==> src/hw/rtl/bgc_pkg.sv <==
// Shared types, constants and register codes for the battery gauge conditioner.
package bgc_pkg;

   localparam int WIN_LEN = 5;
   localparam int PCT_W   = 7;
   localparam int CNT_W   = $clog2(WIN_LEN + 1);
   localparam int MV_W    = 14;

   localparam int REQ_DATA_W = 40;
   localparam int RSP_DATA_W = 32;
   localparam int CSR_ADDR_W = 2;
   localparam int CSR_DATA_W = 7;

   // status byte decode
   localparam int         SUPPLY_BIT = 5;
   localparam logic [7:0] GAUGE_MAX  = 8'd100;
   localparam logic [2:0] DIR_CHARGE = 3'd1;
   localparam logic [2:0] CHG_CV     = 3'd3;
   localparam logic [2:0] CHG_DONE   = 3'd4;
   localparam logic [3:0] PHASE_NONE = 4'hF;

   // register indexes
   localparam logic [CSR_ADDR_W-1:0] CSR_LOW_THRESHOLD = 2'd0;
   localparam logic [CSR_ADDR_W-1:0] CSR_LOW_MARGIN    = 2'd1;
   localparam logic [CSR_ADDR_W-1:0] CSR_REPORT_STEP   = 2'd2;
   localparam logic [CSR_ADDR_W-1:0] CSR_SETTLE_COUNT  = 2'd3;

   localparam logic [PCT_W-1:0] RST_LOW_THRESHOLD = 7'd20;
   localparam logic [PCT_W-1:0] RST_LOW_MARGIN    = 7'd5;
   localparam logic [PCT_W-1:0] RST_REPORT_STEP   = 7'd2;
   localparam logic [2:0]       RST_SETTLE_COUNT  = 3'd3;

   typedef logic [WIN_LEN-1:0][PCT_W-1:0] win_type;

   typedef struct packed {
      logic [PCT_W-1:0] low_threshold;
      logic [PCT_W-1:0] release_margin;
      logic [PCT_W-1:0] report_step;
      logic [2:0]       settle_count;
   } cfg_type;

   typedef struct packed {
      logic       read_ok;
      logic [7:0] status_one;
      logic [7:0] status_two;
      logic [7:0] volt_high;
      logic [7:0] volt_low;
      logic [7:0] gauge_byte;
   } item_type;

   typedef struct packed {
      logic            status_valid;
      logic [PCT_W-1:0] percent_out;
      logic [MV_W-1:0] millivolts;
      logic            is_charging;
      logic            is_full;
      logic [3:0]      charger_phase;
      logic            low_flag;
      logic            announce;
   } result_type;

endpackage

==> src/hw/rtl/bgc_median.sv <==
// Rank-based median of the filled window entries (upper middle for even counts).
module bgc_median (
   input  bgc_pkg::win_type                window,
   input  logic [bgc_pkg::CNT_W-1:0]       count,
   output logic [bgc_pkg::PCT_W-1:0]       median
);

   logic [bgc_pkg::CNT_W-1:0] rank [bgc_pkg::WIN_LEN];
   logic [bgc_pkg::CNT_W-1:0] half;

   assign half = count >> 1;

   // ties broken by position so every filled entry gets a distinct rank
   always_comb begin
      for (int i = 0; i < bgc_pkg::WIN_LEN; i++) begin
         rank[i] = '0;
         for (int j = 0; j < bgc_pkg::WIN_LEN; j++) begin
            if ((bgc_pkg::CNT_W'(j) < count) &&
                ((window[j] < window[i]) || ((window[j] == window[i]) && (j < i)))) begin
               rank[i] = rank[i] + 1'b1;
            end
         end
      end
   end

   always_comb begin
      median = '0;
      for (int i = 0; i < bgc_pkg::WIN_LEN; i++) begin
         if ((bgc_pkg::CNT_W'(i) < count) && (rank[i] == half)) begin
            median = window[i];
         end
      end
   end

endmodule

==> src/hw/rtl/bgc_core.sv <==
// Sample window, deadband, low hysteresis and held result state.
module bgc_core (
   input  logic                 clock,
   input  logic                 reset,
   input  logic                 fire,
   input  bgc_pkg::item_type    item,
   input  bgc_pkg::cfg_type     cfg,
   output bgc_pkg::result_type  result
);

   bgc_pkg::win_type                window_ff, window_in;
   logic [bgc_pkg::CNT_W-1:0]       fill_ff, fill_in;
   logic                            rep_none_ff;
   logic [bgc_pkg::PCT_W-1:0]       rep_ff, rep_in;
   logic                            prev_none_ff;
   logic [bgc_pkg::PCT_W-1:0]       prev_ff;
   logic [2:0]                      repeat_ff, repeat_in;
   logic                            out_valid_ff;
   logic [bgc_pkg::PCT_W-1:0]       out_pct_ff;
   logic [bgc_pkg::MV_W-1:0]        out_mv_ff, mv;
   logic                            out_chg_ff, out_full_ff, out_low_ff, announce_ff;
   logic [3:0]                      out_phase_ff;

   logic [2:0]                      dir, chg;
   logic                            supply, charging, full, gauge_ok;
   logic [bgc_pkg::PCT_W-1:0]       median;
   logic                            same, lo_hit, hi_hit, take, low, announce_in;

   assign mv       = {item.volt_high[5:0], item.volt_low};
   assign dir      = item.status_two[7:5];
   assign chg      = item.status_two[2:0];
   assign supply   = item.status_one[bgc_pkg::SUPPLY_BIT];
   assign charging = supply && ((dir == bgc_pkg::DIR_CHARGE) || (chg <= bgc_pkg::CHG_CV));
   assign full     = supply && (chg == bgc_pkg::CHG_DONE);
   assign gauge_ok = item.gauge_byte <= bgc_pkg::GAUGE_MAX;

   always_comb begin
      window_in[0] = item.gauge_byte[bgc_pkg::PCT_W-1:0];
      for (int i = 1; i < bgc_pkg::WIN_LEN; i++) begin
         window_in[i] = window_ff[i-1];
      end
   end

   assign fill_in = (fill_ff < bgc_pkg::CNT_W'(bgc_pkg::WIN_LEN)) ? fill_ff + 1'b1 : fill_ff;

   bgc_median u_median (
      .window (window_in),
      .count  (fill_in),
      .median (median)
   );

   // repeat counter saturates at the settle count
   always_comb begin
      same = !prev_none_ff && (median == prev_ff);
      if (!same) begin
         repeat_in = 3'd1;
      end else if (repeat_ff < cfg.settle_count) begin
         repeat_in = repeat_ff + 1'b1;
      end else begin
         repeat_in = repeat_ff;
      end
   end

   // deadband: median under step from the report waits for settle count
   always_comb begin
      lo_hit = ({1'b0, median} + {1'b0, cfg.report_step}) <= {1'b0, rep_ff};
      hi_hit = {1'b0, median} >= ({1'b0, rep_ff} + {1'b0, cfg.report_step});
      take   = rep_none_ff || lo_hit || hi_hit || (repeat_in >= cfg.settle_count);
      rep_in = take ? median : rep_ff;
   end

   always_comb begin
      if (out_low_ff) begin
         low = {1'b0, rep_in} <= ({1'b0, cfg.low_threshold} + {1'b0, cfg.release_margin});
      end else begin
         low = rep_in <= cfg.low_threshold;
      end
      announce_in = !out_valid_ff || (low != out_low_ff) || (charging != out_chg_ff) ||
                    (full != out_full_ff) || ({1'b0, chg} != out_phase_ff);
   end

   always_ff @(posedge clock) begin
      if (reset) begin
         fill_ff      <= '0;
         rep_none_ff  <= 1'b1;
         prev_none_ff <= 1'b1;
         repeat_ff    <= '0;
         out_valid_ff <= 1'b0;
         out_mv_ff    <= '0;
         out_chg_ff   <= 1'b0;
         out_full_ff  <= 1'b0;
         out_phase_ff <= bgc_pkg::PHASE_NONE;
         out_low_ff   <= 1'b0;
         announce_ff  <= 1'b0;
      end else if (fire) begin
         announce_ff <= 1'b0;
         if (item.read_ok) begin
            out_mv_ff <= mv;
            if (!gauge_ok) begin
               out_valid_ff <= 1'b0;
               out_chg_ff   <= 1'b0;
               out_full_ff  <= 1'b0;
               fill_ff      <= '0;
               rep_none_ff  <= 1'b1;
            end else begin
               fill_ff      <= fill_in;
               rep_none_ff  <= 1'b0;
               prev_none_ff <= 1'b0;
               repeat_ff    <= repeat_in;
               out_valid_ff <= 1'b1;
               out_chg_ff   <= charging;
               out_full_ff  <= full;
               out_phase_ff <= {1'b0, chg};
               out_low_ff   <= low;
               announce_ff  <= announce_in;
            end
         end
      end
   end

   // payload side: window, medians and percent need no reset
   always_ff @(posedge clock) begin
      if (fire && item.read_ok && gauge_ok) begin
         window_ff  <= window_in;
         rep_ff     <= rep_in;
         prev_ff    <= median;
         out_pct_ff <= rep_in;
      end
   end

   always_comb begin
      result.status_valid  = out_valid_ff;
      result.percent_out   = out_valid_ff ? out_pct_ff : '0;
      result.millivolts    = out_mv_ff;
      result.is_charging   = out_chg_ff;
      result.is_full       = out_full_ff;
      result.charger_phase = out_phase_ff;
      result.low_flag      = out_low_ff;
      result.announce      = announce_ff;
   end

endmodule

==> src/hw/rtl/battery_gauge_conditioner.sv <==
// Top level of the battery gauge conditioner: stream ports, input register, CSRs.
//
// Usage:
//  - req_* carries one poll of the power-management chip per transaction;
//    req_tuser is the read-ok flag, req_tdata the five raw bytes.
//  - rsp_* returns exactly one result transaction per request: status valid
//    in rsp_tuser, percent, millivolts, charge flags, phase, low and announce
//    in rsp_tdata.
//  - csr_* writes the four tuning registers; write only while idle.
// Timing:
//  - Order: a request is held in the input register; once the result slot is
//    free or draining, the window/median/deadband logic loads the held result
//    registers in a single pass and rsp_tvalid rises with them.
//  - Throughput is one transaction per cycle while rsp_tready stays high; the
//    five-entry rank compare network in the median unit sets the critical path.
// Reset (synchronous, active high): window empties, no percent reported,
//  phase reads 4'hF (15), tuning registers return to their defaults.
// Stall: when rsp_tready is low the result holds; one further request
//  waits in the input register, then req_tready drops.
module battery_gauge_conditioner (
   input  logic                            clock,
   input  logic                            reset,
   // req_tdata: status_one, status_two, volt_high, volt_low, gauge_byte
   input  logic [bgc_pkg::REQ_DATA_W-1:0]  req_tdata,
   // req_tuser: read_ok
   input  logic                            req_tuser,
   input  logic                            req_tvalid,
   output logic                            req_tready,
   // rsp_tdata: percent_out, millivolts, is_charging, is_full, charger_phase,
   //            low_flag, announce, zero pad
   output logic [bgc_pkg::RSP_DATA_W-1:0]  rsp_tdata,
   // rsp_tuser: status_valid
   output logic                            rsp_tuser,
   output logic                            rsp_tvalid,
   input  logic                            rsp_tready,
   input  logic                            csr_we,
   input  logic [bgc_pkg::CSR_ADDR_W-1:0]  csr_addr,
   input  logic [bgc_pkg::CSR_DATA_W-1:0]  csr_wdata
);

   bgc_pkg::cfg_type    cfg_ff;
   bgc_pkg::item_type   item_ff;
   bgc_pkg::result_type result;
   logic                in_valid_ff, in_valid_in;
   logic                rsp_valid_ff, rsp_valid_in;
   logic                fire;

   // process the held request once the result slot is free or draining
   assign fire       = in_valid_ff && (!rsp_valid_ff || rsp_tready);
   assign req_tready = !in_valid_ff || fire;

   always_comb begin
      in_valid_in = in_valid_ff;
      if (req_tvalid && req_tready) begin
         in_valid_in = 1'b1;
      end else if (fire) begin
         in_valid_in = 1'b0;
      end
      rsp_valid_in = rsp_valid_ff;
      if (fire) begin
         rsp_valid_in = 1'b1;
      end else if (rsp_tready) begin
         rsp_valid_in = 1'b0;
      end
   end

   always_ff @(posedge clock) begin
      if (reset) begin
         in_valid_ff  <= 1'b0;
         rsp_valid_ff <= 1'b0;
      end else begin
         in_valid_ff  <= in_valid_in;
         rsp_valid_ff <= rsp_valid_in;
      end
   end

   always_ff @(posedge clock) begin
      if (req_tvalid && req_tready) begin
         item_ff.read_ok    <= req_tuser;
         item_ff.status_one <= req_tdata[7:0];
         item_ff.status_two <= req_tdata[15:8];
         item_ff.volt_high  <= req_tdata[23:16];
         item_ff.volt_low   <= req_tdata[31:24];
         item_ff.gauge_byte <= req_tdata[39:32];
      end
   end

   // tuning registers
   always_ff @(posedge clock) begin
      if (reset) begin
         cfg_ff.low_threshold  <= bgc_pkg::RST_LOW_THRESHOLD;
         cfg_ff.release_margin <= bgc_pkg::RST_LOW_MARGIN;
         cfg_ff.report_step    <= bgc_pkg::RST_REPORT_STEP;
         cfg_ff.settle_count   <= bgc_pkg::RST_SETTLE_COUNT;
      end else if (csr_we) begin
         unique case (csr_addr)
            bgc_pkg::CSR_LOW_THRESHOLD: cfg_ff.low_threshold  <= csr_wdata;
            bgc_pkg::CSR_LOW_MARGIN:    cfg_ff.release_margin <= csr_wdata;
            bgc_pkg::CSR_REPORT_STEP:   cfg_ff.report_step    <= csr_wdata;
            bgc_pkg::CSR_SETTLE_COUNT:  cfg_ff.settle_count   <= csr_wdata[2:0];
            default: ;
         endcase
      end
   end

   bgc_core u_core (
      .clock  (clock),
      .reset  (reset),
      .fire   (fire),
      .item   (item_ff),
      .cfg    (cfg_ff),
      .result (result)
   );

   assign rsp_tvalid = rsp_valid_ff;
   assign rsp_tuser  = result.status_valid;
   assign rsp_tdata  = {3'b000, result.announce, result.low_flag, result.charger_phase,
                        result.is_full, result.is_charging, result.millivolts,
                        result.percent_out};

endmodule

==> config.mk <==
export PLATFORM = sky130hd
export DESIGN_NAME = battery_gauge_conditioner
export DESIGN_NICKNAME = d
export VERILOG_FILES = /design/src/hw/rtl/bgc_pkg.sv /design/src/hw/rtl/bgc_median.sv /design/src/hw/rtl/bgc_core.sv /design/src/hw/rtl/battery_gauge_conditioner.sv
export SDC_FILE = /design/constraint.sdc
export NUM_CORES = 1
export LEC_CHECK = 0
export ABC_AREA = 1
export BUFFER_PORTS_ARGS = -buffer_cell sky130_fd_sc_hd__buf_2
export CAP_MARGIN = 20
export CORE_MARGIN = 8
export CORE_UTILIZATION = 25
export DETAILED_ROUTE_END_ITERATION = 16
export GPL_TIMING_DRIVEN = 0
export PLACE_DENSITY_LB_ADDON = 0.1
export SYNTH_ARGS = -nofsm -noshare
export SYNTH_HDL_FRONTEND = slang
export SYNTH_SLANG_ARGS = --single-unit
==> constraint.sdc <==
create_clock -name clock -period 12.6 [get_ports clock]
set_input_delay 1.89 -clock clock [delete_from_list [all_inputs] [get_ports clock]]
set_output_delay 1.89 -clock clock [all_outputs]
set_load 0.02 [all_outputs]
# Word-level counts from Yosys, hierarchy flattened

Index checks and enable logic that the tools add are counted.
Widths: inputs -> output; s select.

Bits of input ports: 55
Bits in registers: 136
Logic and storage cells: 235
Output and inout port bits: 35

Reduce and logical (&&, ||, !) cells: 70
Multiplexer cells: 47
Add/sub/neg operators: 25
Order comparisons: 39
Equality and inequality tests: 25

Operators with widths:

| kind                | count |
|---|---|
| $lt 7x7->1          | 25 |
| $eq 7x7->1          | 11 |
| $mux 3              | 24 |
| $add 3x1->3 const B | 18 |
| $mux 7              | 7 |
| $logic_and 1x1->1   | 37 |
| $add 7x7->8         | 3 |
| $logic_or 1x1->1    | 20 |
| $mux 1              | 16 |
| $eq 3x2->1          | 5 |
| $reduce_and 2->1    | 5 |
| $add 1x1->2 const B | 4 |
| $ge 7x8->1          | 1 |
| $le 7x8->1          | 1 |
| $le 8x7->1          | 1 |
| $le 8x7->1 const B  | 1 |
| $le 7x7->1          | 1 |
| $lt 1x3->1 const A  | 2 |
| $lt 2x3->1 const A  | 2 |
| $eq 2x2->1 const B  | 2 |
| $logic_not 1->1     | 4 |
| $ne 3x4->1          | 1 |
| $reduce_bool 2->1   | 2 |
| $eq 3x1->1 const B  | 1 |
| other kinds (10)    | 12 |

# Longest topological paths before layout

Depth in word-level cells: 35
Depth in mapped cells: 59
Mapped depth without buffers: 57

# Cells and area by module

From an unflattened synthesis, not the netlist that was laid out.

Cells, all modules: 1291
Area, all modules: 10256.1 um^2

By module, submodules not included:

| module                    | area an instance (um^2) | instances | sequential area each (um^2) | cells an instance |
|---|---|---|---|---|
| bgc_core                  | 4564.4                  | 1         | 1861.8                      | 531 |
| bgc_median                | 3318.2                  | 1         | 0.0                         | 556 |
| battery_gauge_conditioner | 2373.5                  | 1         | 1751.7                      | 204 |

# Worst setup path after synthesis

Ideal clock, no wire load.

Path kind: reg-to-reg
Start: register u_core.fill_ff[0] (netlist bit)
End: register u_core.out_low_ff
Cell stages (with the launch flop): 51
Library setup time: 0.116 ns
Path buffers: 3
Arrival: 6.544 ns
Clock period less this slack: 6.660 ns
Path slack: 5.940 ns
Data required time: 12.484 ns
Cell sequence: dfxtp_1 ha_1 inv_1 nand2_2 nand2_2 nand2_2 buf_4 nor2_1 inv_1 nor2_1 inv_1 nand2_1 inv_1 ha_1 inv_1 nand4_1 nand2_1 ha_1 [15 not listed] nand2_1 xor2_1 ha_1 nand2_1 o21ai_0 o31ai_1 nand3b_1 nand3_1 buf_2 o21ai_0 ha_1 nand3_1 inv_1 and3_1 a31oi_1 nand2_1 nand2_1 a21oi_1

Cells in the longest elaborated chain, start to end: 28
Elaborated cells on any way between the ends: 107
Classes of those cells: add/sub (22); order compare (11); eq/ne (6); mux (34); reduce/logical (34)

Ends and longest elaborated chain:

| what                                                   | line                               | RTL |
|---|---|---|
| from (decl)                                            | bgc_core.sv:12                     | `logic [bgc_pkg::CNT_W-1:0] fill_ff, fill_in;` |
| from (signal assigned)                                 | bgc_core.sv:106                    | `fill_ff <= fill_in;` |
| $add 3x1->3 / $lt 3x3->1 (equally long branches)       | bgc_core.sv:44                     | `assign fill_in = (fill_ff < bgc_pkg::CNT_W'(bgc_pkg::WIN_LEN)) ? fill_ff + 1'b1 : fill_ff;` |
| $mux 3 (*)                                             | bgc_core.sv:44                     |  |
| $lt 1x3->1                                             | bgc_median.sv:18, bgc_median.sv:29 |  |
| $logic_and 1x1->1                                      | bgc_median.sv:18                   | `if ((bgc_pkg::CNT_W'(j) < count) &&` |
| $mux 1                                                 | bgc_median.sv:18                   |  |
| $add 3x1->3                                            | bgc_median.sv:20                   | `rank[i] = rank[i] + 1'b1;` |
| $mux 3                                                 | bgc_median.sv:18                   |  |
| $add 3x1->3                                            | bgc_median.sv:20                   |  |
| [12 not listed]                                        | --                                 |  |
| named net u_core.median, one bit                       | bgc_core.sv:26                     | `logic [bgc_pkg::PCT_W-1:0] median;` |
| [1 not listed]                                         | --                                 |  |
| $le 8x7->1 / $logic_and 1x1->1 (equally long branches) | bgc_core.sv:66, bgc_core.sv:54     |  |
| $logic_or 1x1->1 / $mux 3 (equally long branches)      | bgc_core.sv:68, bgc_core.sv:55     |  |
| $logic_or 1x1->1 / $ge 3x3->1 (equally long branches)  | bgc_core.sv:68                     | `take = rep_none_ff \|\| lo_hit \|\| hi_hit \|\| (repeat_in >= cfg.settle_count);` |
| $logic_or 1x1->1 (*)                                   | bgc_core.sv:68                     |  |
| $mux 7 (*)                                             | bgc_core.sv:69                     | `rep_in = take ? median : rep_ff;` |
| named net u_core.rep_in, one bit                       | bgc_core.sv:14                     | `logic [bgc_pkg::PCT_W-1:0] rep_ff, rep_in;` |
| $le 7x8->1 / $le 7x7->1 (equally long branches)        | bgc_core.sv:74, bgc_core.sv:76     |  |
| $mux 1 (*)                                             | bgc_core.sv:73                     | `if (out_low_ff) begin` |
| to (signal assigned)                                   | bgc_core.sv:114                    | `out_low_ff <= low;` |
| to (decl)                                              | bgc_core.sv:21                     | `logic out_chg_ff, out_full_ff, out_low_ff, announce_ff;` |

The timed path passes the listed nets; every way through them passes the cells marked *.
A chain may end at the register's enable or synchronous reset.

# Worst setup path in the final report

Start: register u_core.fill_ff[1] (netlist bit)
End: register u_core.announce_ff

Cells in the longest elaborated chain, start to end: 35
Elaborated cells on any way between the ends: 114
Classes of those cells: add/sub (22); order compare (11); eq/ne (7); mux (36); reduce/logical (38)

Ends and longest elaborated chain:

| what                                             | line                               | RTL |
|---|---|---|
| $add 3x1->3 / $lt 3x3->1 (equally long branches) | bgc_core.sv:44                     |  |
| $mux 3 (*)                                       | bgc_core.sv:44                     |  |
| $lt 1x3->1                                       | bgc_median.sv:18, bgc_median.sv:29 |  |
| $logic_and 1x1->1                                | bgc_median.sv:18                   |  |
| $mux 1                                           | bgc_median.sv:18                   |  |
| $add 3x1->3                                      | bgc_median.sv:20                   |  |
| $mux 3                                           | bgc_median.sv:18                   |  |
| $add 3x1->3                                      | bgc_median.sv:20                   |  |
| [12 not listed]                                  | --                                 |  |
| named net u_core.median, one bit                 | bgc_core.sv:26                     |  |
| [6 not listed]                                   | --                                 |  |
| named net u_core.rep_in, one bit                 | bgc_core.sv:14                     |  |
| $le 7x8->1 / $le 7x7->1 (equally long branches)  | bgc_core.sv:74, bgc_core.sv:76     |  |
| $mux 1 (*)                                       | bgc_core.sv:73                     |  |
| $ne 1x1->1 (*)                                   | bgc_core.sv:78                     | `announce_in = !out_valid_ff \|\| (low != out_low_ff) \|\| (charging != out_chg_ff) \|\|` |
| $logic_or 1x1->1 (*) (3 in a row)                | bgc_core.sv:78                     |  |
| $logic_or 1x1->1 (*)                             | bgc_core.sv:79                     | `(full != out_full_ff) \|\| ({1'b0, chg} != out_phase_ff);` |
| $mux 1 (*)                                       | bgc_core.sv:99                     | `if (!gauge_ok) begin` |
| $mux 1 (*)                                       | bgc_core.sv:97                     | `if (item.read_ok) begin` |
| to (signal assigned)                             | bgc_core.sv:115                    | `announce_ff <= announce_in;` |
| to (decl)                                        | bgc_core.sv:21                     |  |

Marked as above.

==> metrics.md <==
| Metric | Value |
|---|---|
| Result of the run | completed |
| Detailed placement HPWL | 21500 µm |
| Worst min path class | flop to flop |
| Mean post-synth cell area | 8.09 µm² |
| Final total negative setup slack | 0 ns |
| Fraction of post-synthesis cell area in the top cell type by area | 23.1% |
| Skew final | 0.0143 ns |
| Starting density of the core | 25.1% |
| Type of destination of the critical path | flop |
| Max-slew headroom | 43.2% |
| Total global-route track usage | 12.6% |
| Hold buffer count at cts | 0 |
| Final Hold Slack | 0.464 ns |
| Global placer's final weighted congestion | 0.773 |
| Cell at the root of the clock tree | clkbuf_16 |
| Delay contributed by the slowest stage of the critical path | 0.52 ns |
| Share of post-route cells with drive strength above 1 | 14.6% |
| Transition time of the tightest slew-check pin | 0.845 ns |
| Final-report hold violation count | 0 |
| Skew-Pair Late Insertion Delay | 0.43 ns |
| Leading post-synthesis cells by instance count | nand2_1, inv_1, ha_1 |
| Number of synthesis warnings | 0 |
| Pwr dens | 107 nW/µm² |
| Initial DRC Count | 371 |
| Shortest clock period the worst path allows after layout | 8.19 ns |
| Peak ir drop on the vdd network | 0.0764 mV |
| Most used cell, CP | nand2_1 |
| FP Rows | 71 |
| CTS buffer count | 17 |
| Setup repair after global routing missed its margin | false |
| Cells after Synth | 1159 |
| Final worst path period share | 65.0% |
| Number of antenna violations at the first check in global routing | 0 |
| Die Footprint | 43900 µm² |
| Maxcap violations | 0 |
| Total number of vias | 7686 |
| Sequential element share of the synthesized area | 35.0% |
| Average wire per standard cell | 15.6 µm |
| Worst Path Arrival | 8.54 ns |
| Worst-path clk slew | 0.06 ns |
| Number of max-slew violations in the final report | 0 |
| Reg2reg start | u_core.fill_ff[1] |
| Setup slack, reg-to-reg | 4.41 ns |
| Chip width | 210 µm |
| Depth of the worst register-to-register path | 49 |
| Cell type with the largest total area after synthesis | edfxtp_1 |
| Count of antenna-violating nets left after detailed routing | 0 |
| Post-CTS setup buffer count | 0 |
| Synthesis-to-finish area growth | 16.9% |
| Total setup violations reported at the end of the flow | 0 |
| Maximum fanout encountered on the critical timing path | 10 |
| Critical path endpoint | u_core.announce_ff |
| Die height | 210 µm |
| Total routed wirelength | 27200 µm |
| Maximum number of pins on one net before global-route repair | 52 |
| Diodes inserted | 0 |
| Destination of the worst register-to-register timing path | u_core.announce_ff |
| Core area | 37300 µm² |
| Maximum clock frequency | 122 MHz |
| Number of flops mapped to enable cells by yosys | 72 |
| Post-DR vias/cell | 4.41 |
| Dominant cells by area after synthesis | edfxtp_1, ha_1, dfxtp_1 |
| Most used DFF post-synth | edfxtp_1 |
| Quantity of gates resized following cts | 0 |
| Yosys cell types | 56 |
| Clock tree from TritonCTS | built |
| Total overflow reported by the global router | 0 |
| Sort of element at the start of the critical path | flop |
| Placement-stage worst setup slack | 4.40 ns |
| Async SR Flop Fraction | 0% |
| Worst Setup Slack, final | 4.41 ns |
| I/O Buffers | 74 |
| Net count of the finished layout | 1453 |
| Count of state elements after synthesis | 128 |
| Required @ worst endpoint | 12.95 ns |
| Cell at the slowest stage of the critical path | o21ai_0 |
| CP Launch Point | u_core.fill_ff[1] |
| Detailed-router iteration count before antenna repair | 4 |
| Number of global-route vias before repair | 7557 |
| Number of remaining DRC errors | 0 |
| Global-route wire length before repair | 43400 µm |
| Class of the most critical setup path | flop to flop |
| Max Buffers Root-to-Sink | 2 |
| Clock net sink count | 128 |
| H-tree Lvls | 4 |
| I/O Pins | 90 |
| Post-synthesis instance area | 9370 µm² |
| Leak Pwr | 5.28 nW |
| Most common cell in the netlist | nand2_1 |
logic make-up after synthesis:
family,after synthesis,share of synthesized area [%]
flip-flops,128,35.0
AO/OA/AOI/OAI,194,11.9
multiplexers,1,0.120
AND/OR/NAND/NOR,487,23.5
XOR/XNOR,20,1.87
adder cells (fa/ha/maj),143,19.3
other,1,0.0400
buffers and inverters,185,8.26
layer usage:
| metal | routed length (µm) | GRT usage (%) | up-vias |
|---|---|---|---|
| met3 | 755 | 1.94 | 15 |
| met2 | 12200 | 20.2 | 104 |
| li1 | - | - | 4095 |
| met1 | 13900 | 17.4 | 3472 |
| met5 | 0 | 0 | - |
| met4 | 314 | 3.50 | 0 |
per-stage QoR:
stage	area, µm²	utilization (%)	std cells	total power [mW]
floorplan	9380	-	1161	0.616
global placement	10300	27.7	1709	0.678
detailed placement	10400	27.8	1710	0.679
CTS	11000	29.4	1742	1.19
global route	11000	29.4	1742	1.24
finish	11000	29.4	1742	1.17
registers in the layout (all words and copies together), names as in the netlist, 3 cells and up:
signal / flops
cfg_ff: 24
item_ff: 30
u_core.fill_ff: 3
u_core.out_mv_ff: 14
u_core.out_pct_ff: 7
u_core.out_phase_ff: 4
u_core.prev_ff: 7
u_core.repeat_ff: 3
u_core.window_ff: 28
layout make-up:
cell class                 instances  area, µm²
fill                            4024      26300
clock inverter                    12        121
timing repair buffer              75        398
sequential                       128       3280
multi-input combinational        848       5320
tap                              474        593
clock buffer                      20        468
buffer                            25        166
inverter                         160        608
cells in the final DEF (no fill, tap or decap), types with 6 or more instances in the layout:
master and n:
a21oi_1 88, buf_2 75, buf_4 9, clkbuf_1 10, clkbuf_16 18, dfxtp_1 56
edfxtp_1 72, ha_1 140, inv_1 149, inv_2 6, nand2_1 279, nand2_2 24
nand3_1 57, nand3_2 7, nand3b_1 8, nand4_1 23, nor2_1 64, o211ai_1 13
o21ai_0 56, xnor2_1 11, xor2_1 9
power breakdown:
group	leakage, nW	total (mW)	internal (mW)	switching [mW]
clock	0.288	0.505	0.293	0.212
sequential	1.13	0.473	0.458	0.0143
combinational	3.86	0.195	0.0740	0.121
total	5.28	1.17	0.825	0.347
how the worst min path moves through the flow:
stage                         from                   to  slack (ns)  cells after the start
2_1_floorplan           cfg_ff[10]           cfg_ff[10]        0.44                      2
4_1_cts        u_core.out_mv_ff[2]  u_core.out_mv_ff[2]        0.47                      2
6_report       u_core.out_mv_ff[2]  u_core.out_mv_ff[2]        0.46                      2
3_5_place_dp   u_core.out_mv_ff[2]  u_core.out_mv_ff[2]        0.46                      2
3_3_place_gp   u_core.out_mv_ff[2]  u_core.out_mv_ff[2]        0.45                      2
5_1_grt        u_core.out_mv_ff[5]  u_core.out_mv_ff[5]        0.48                      2
critical path, delay by kind of cell, from the launching register on:
kind	cells	cell delay, ns
AOI/OAI and AO/OA	10	2.05
buffers and inverters	7	0.94
adders and majority gates	7	2.12
and+or+nand+nor	24	2.41
xor gates and xnor gates	1	0.15
DFF	1	0.42
No activity file was read; power rests on OpenSTA's default activity.
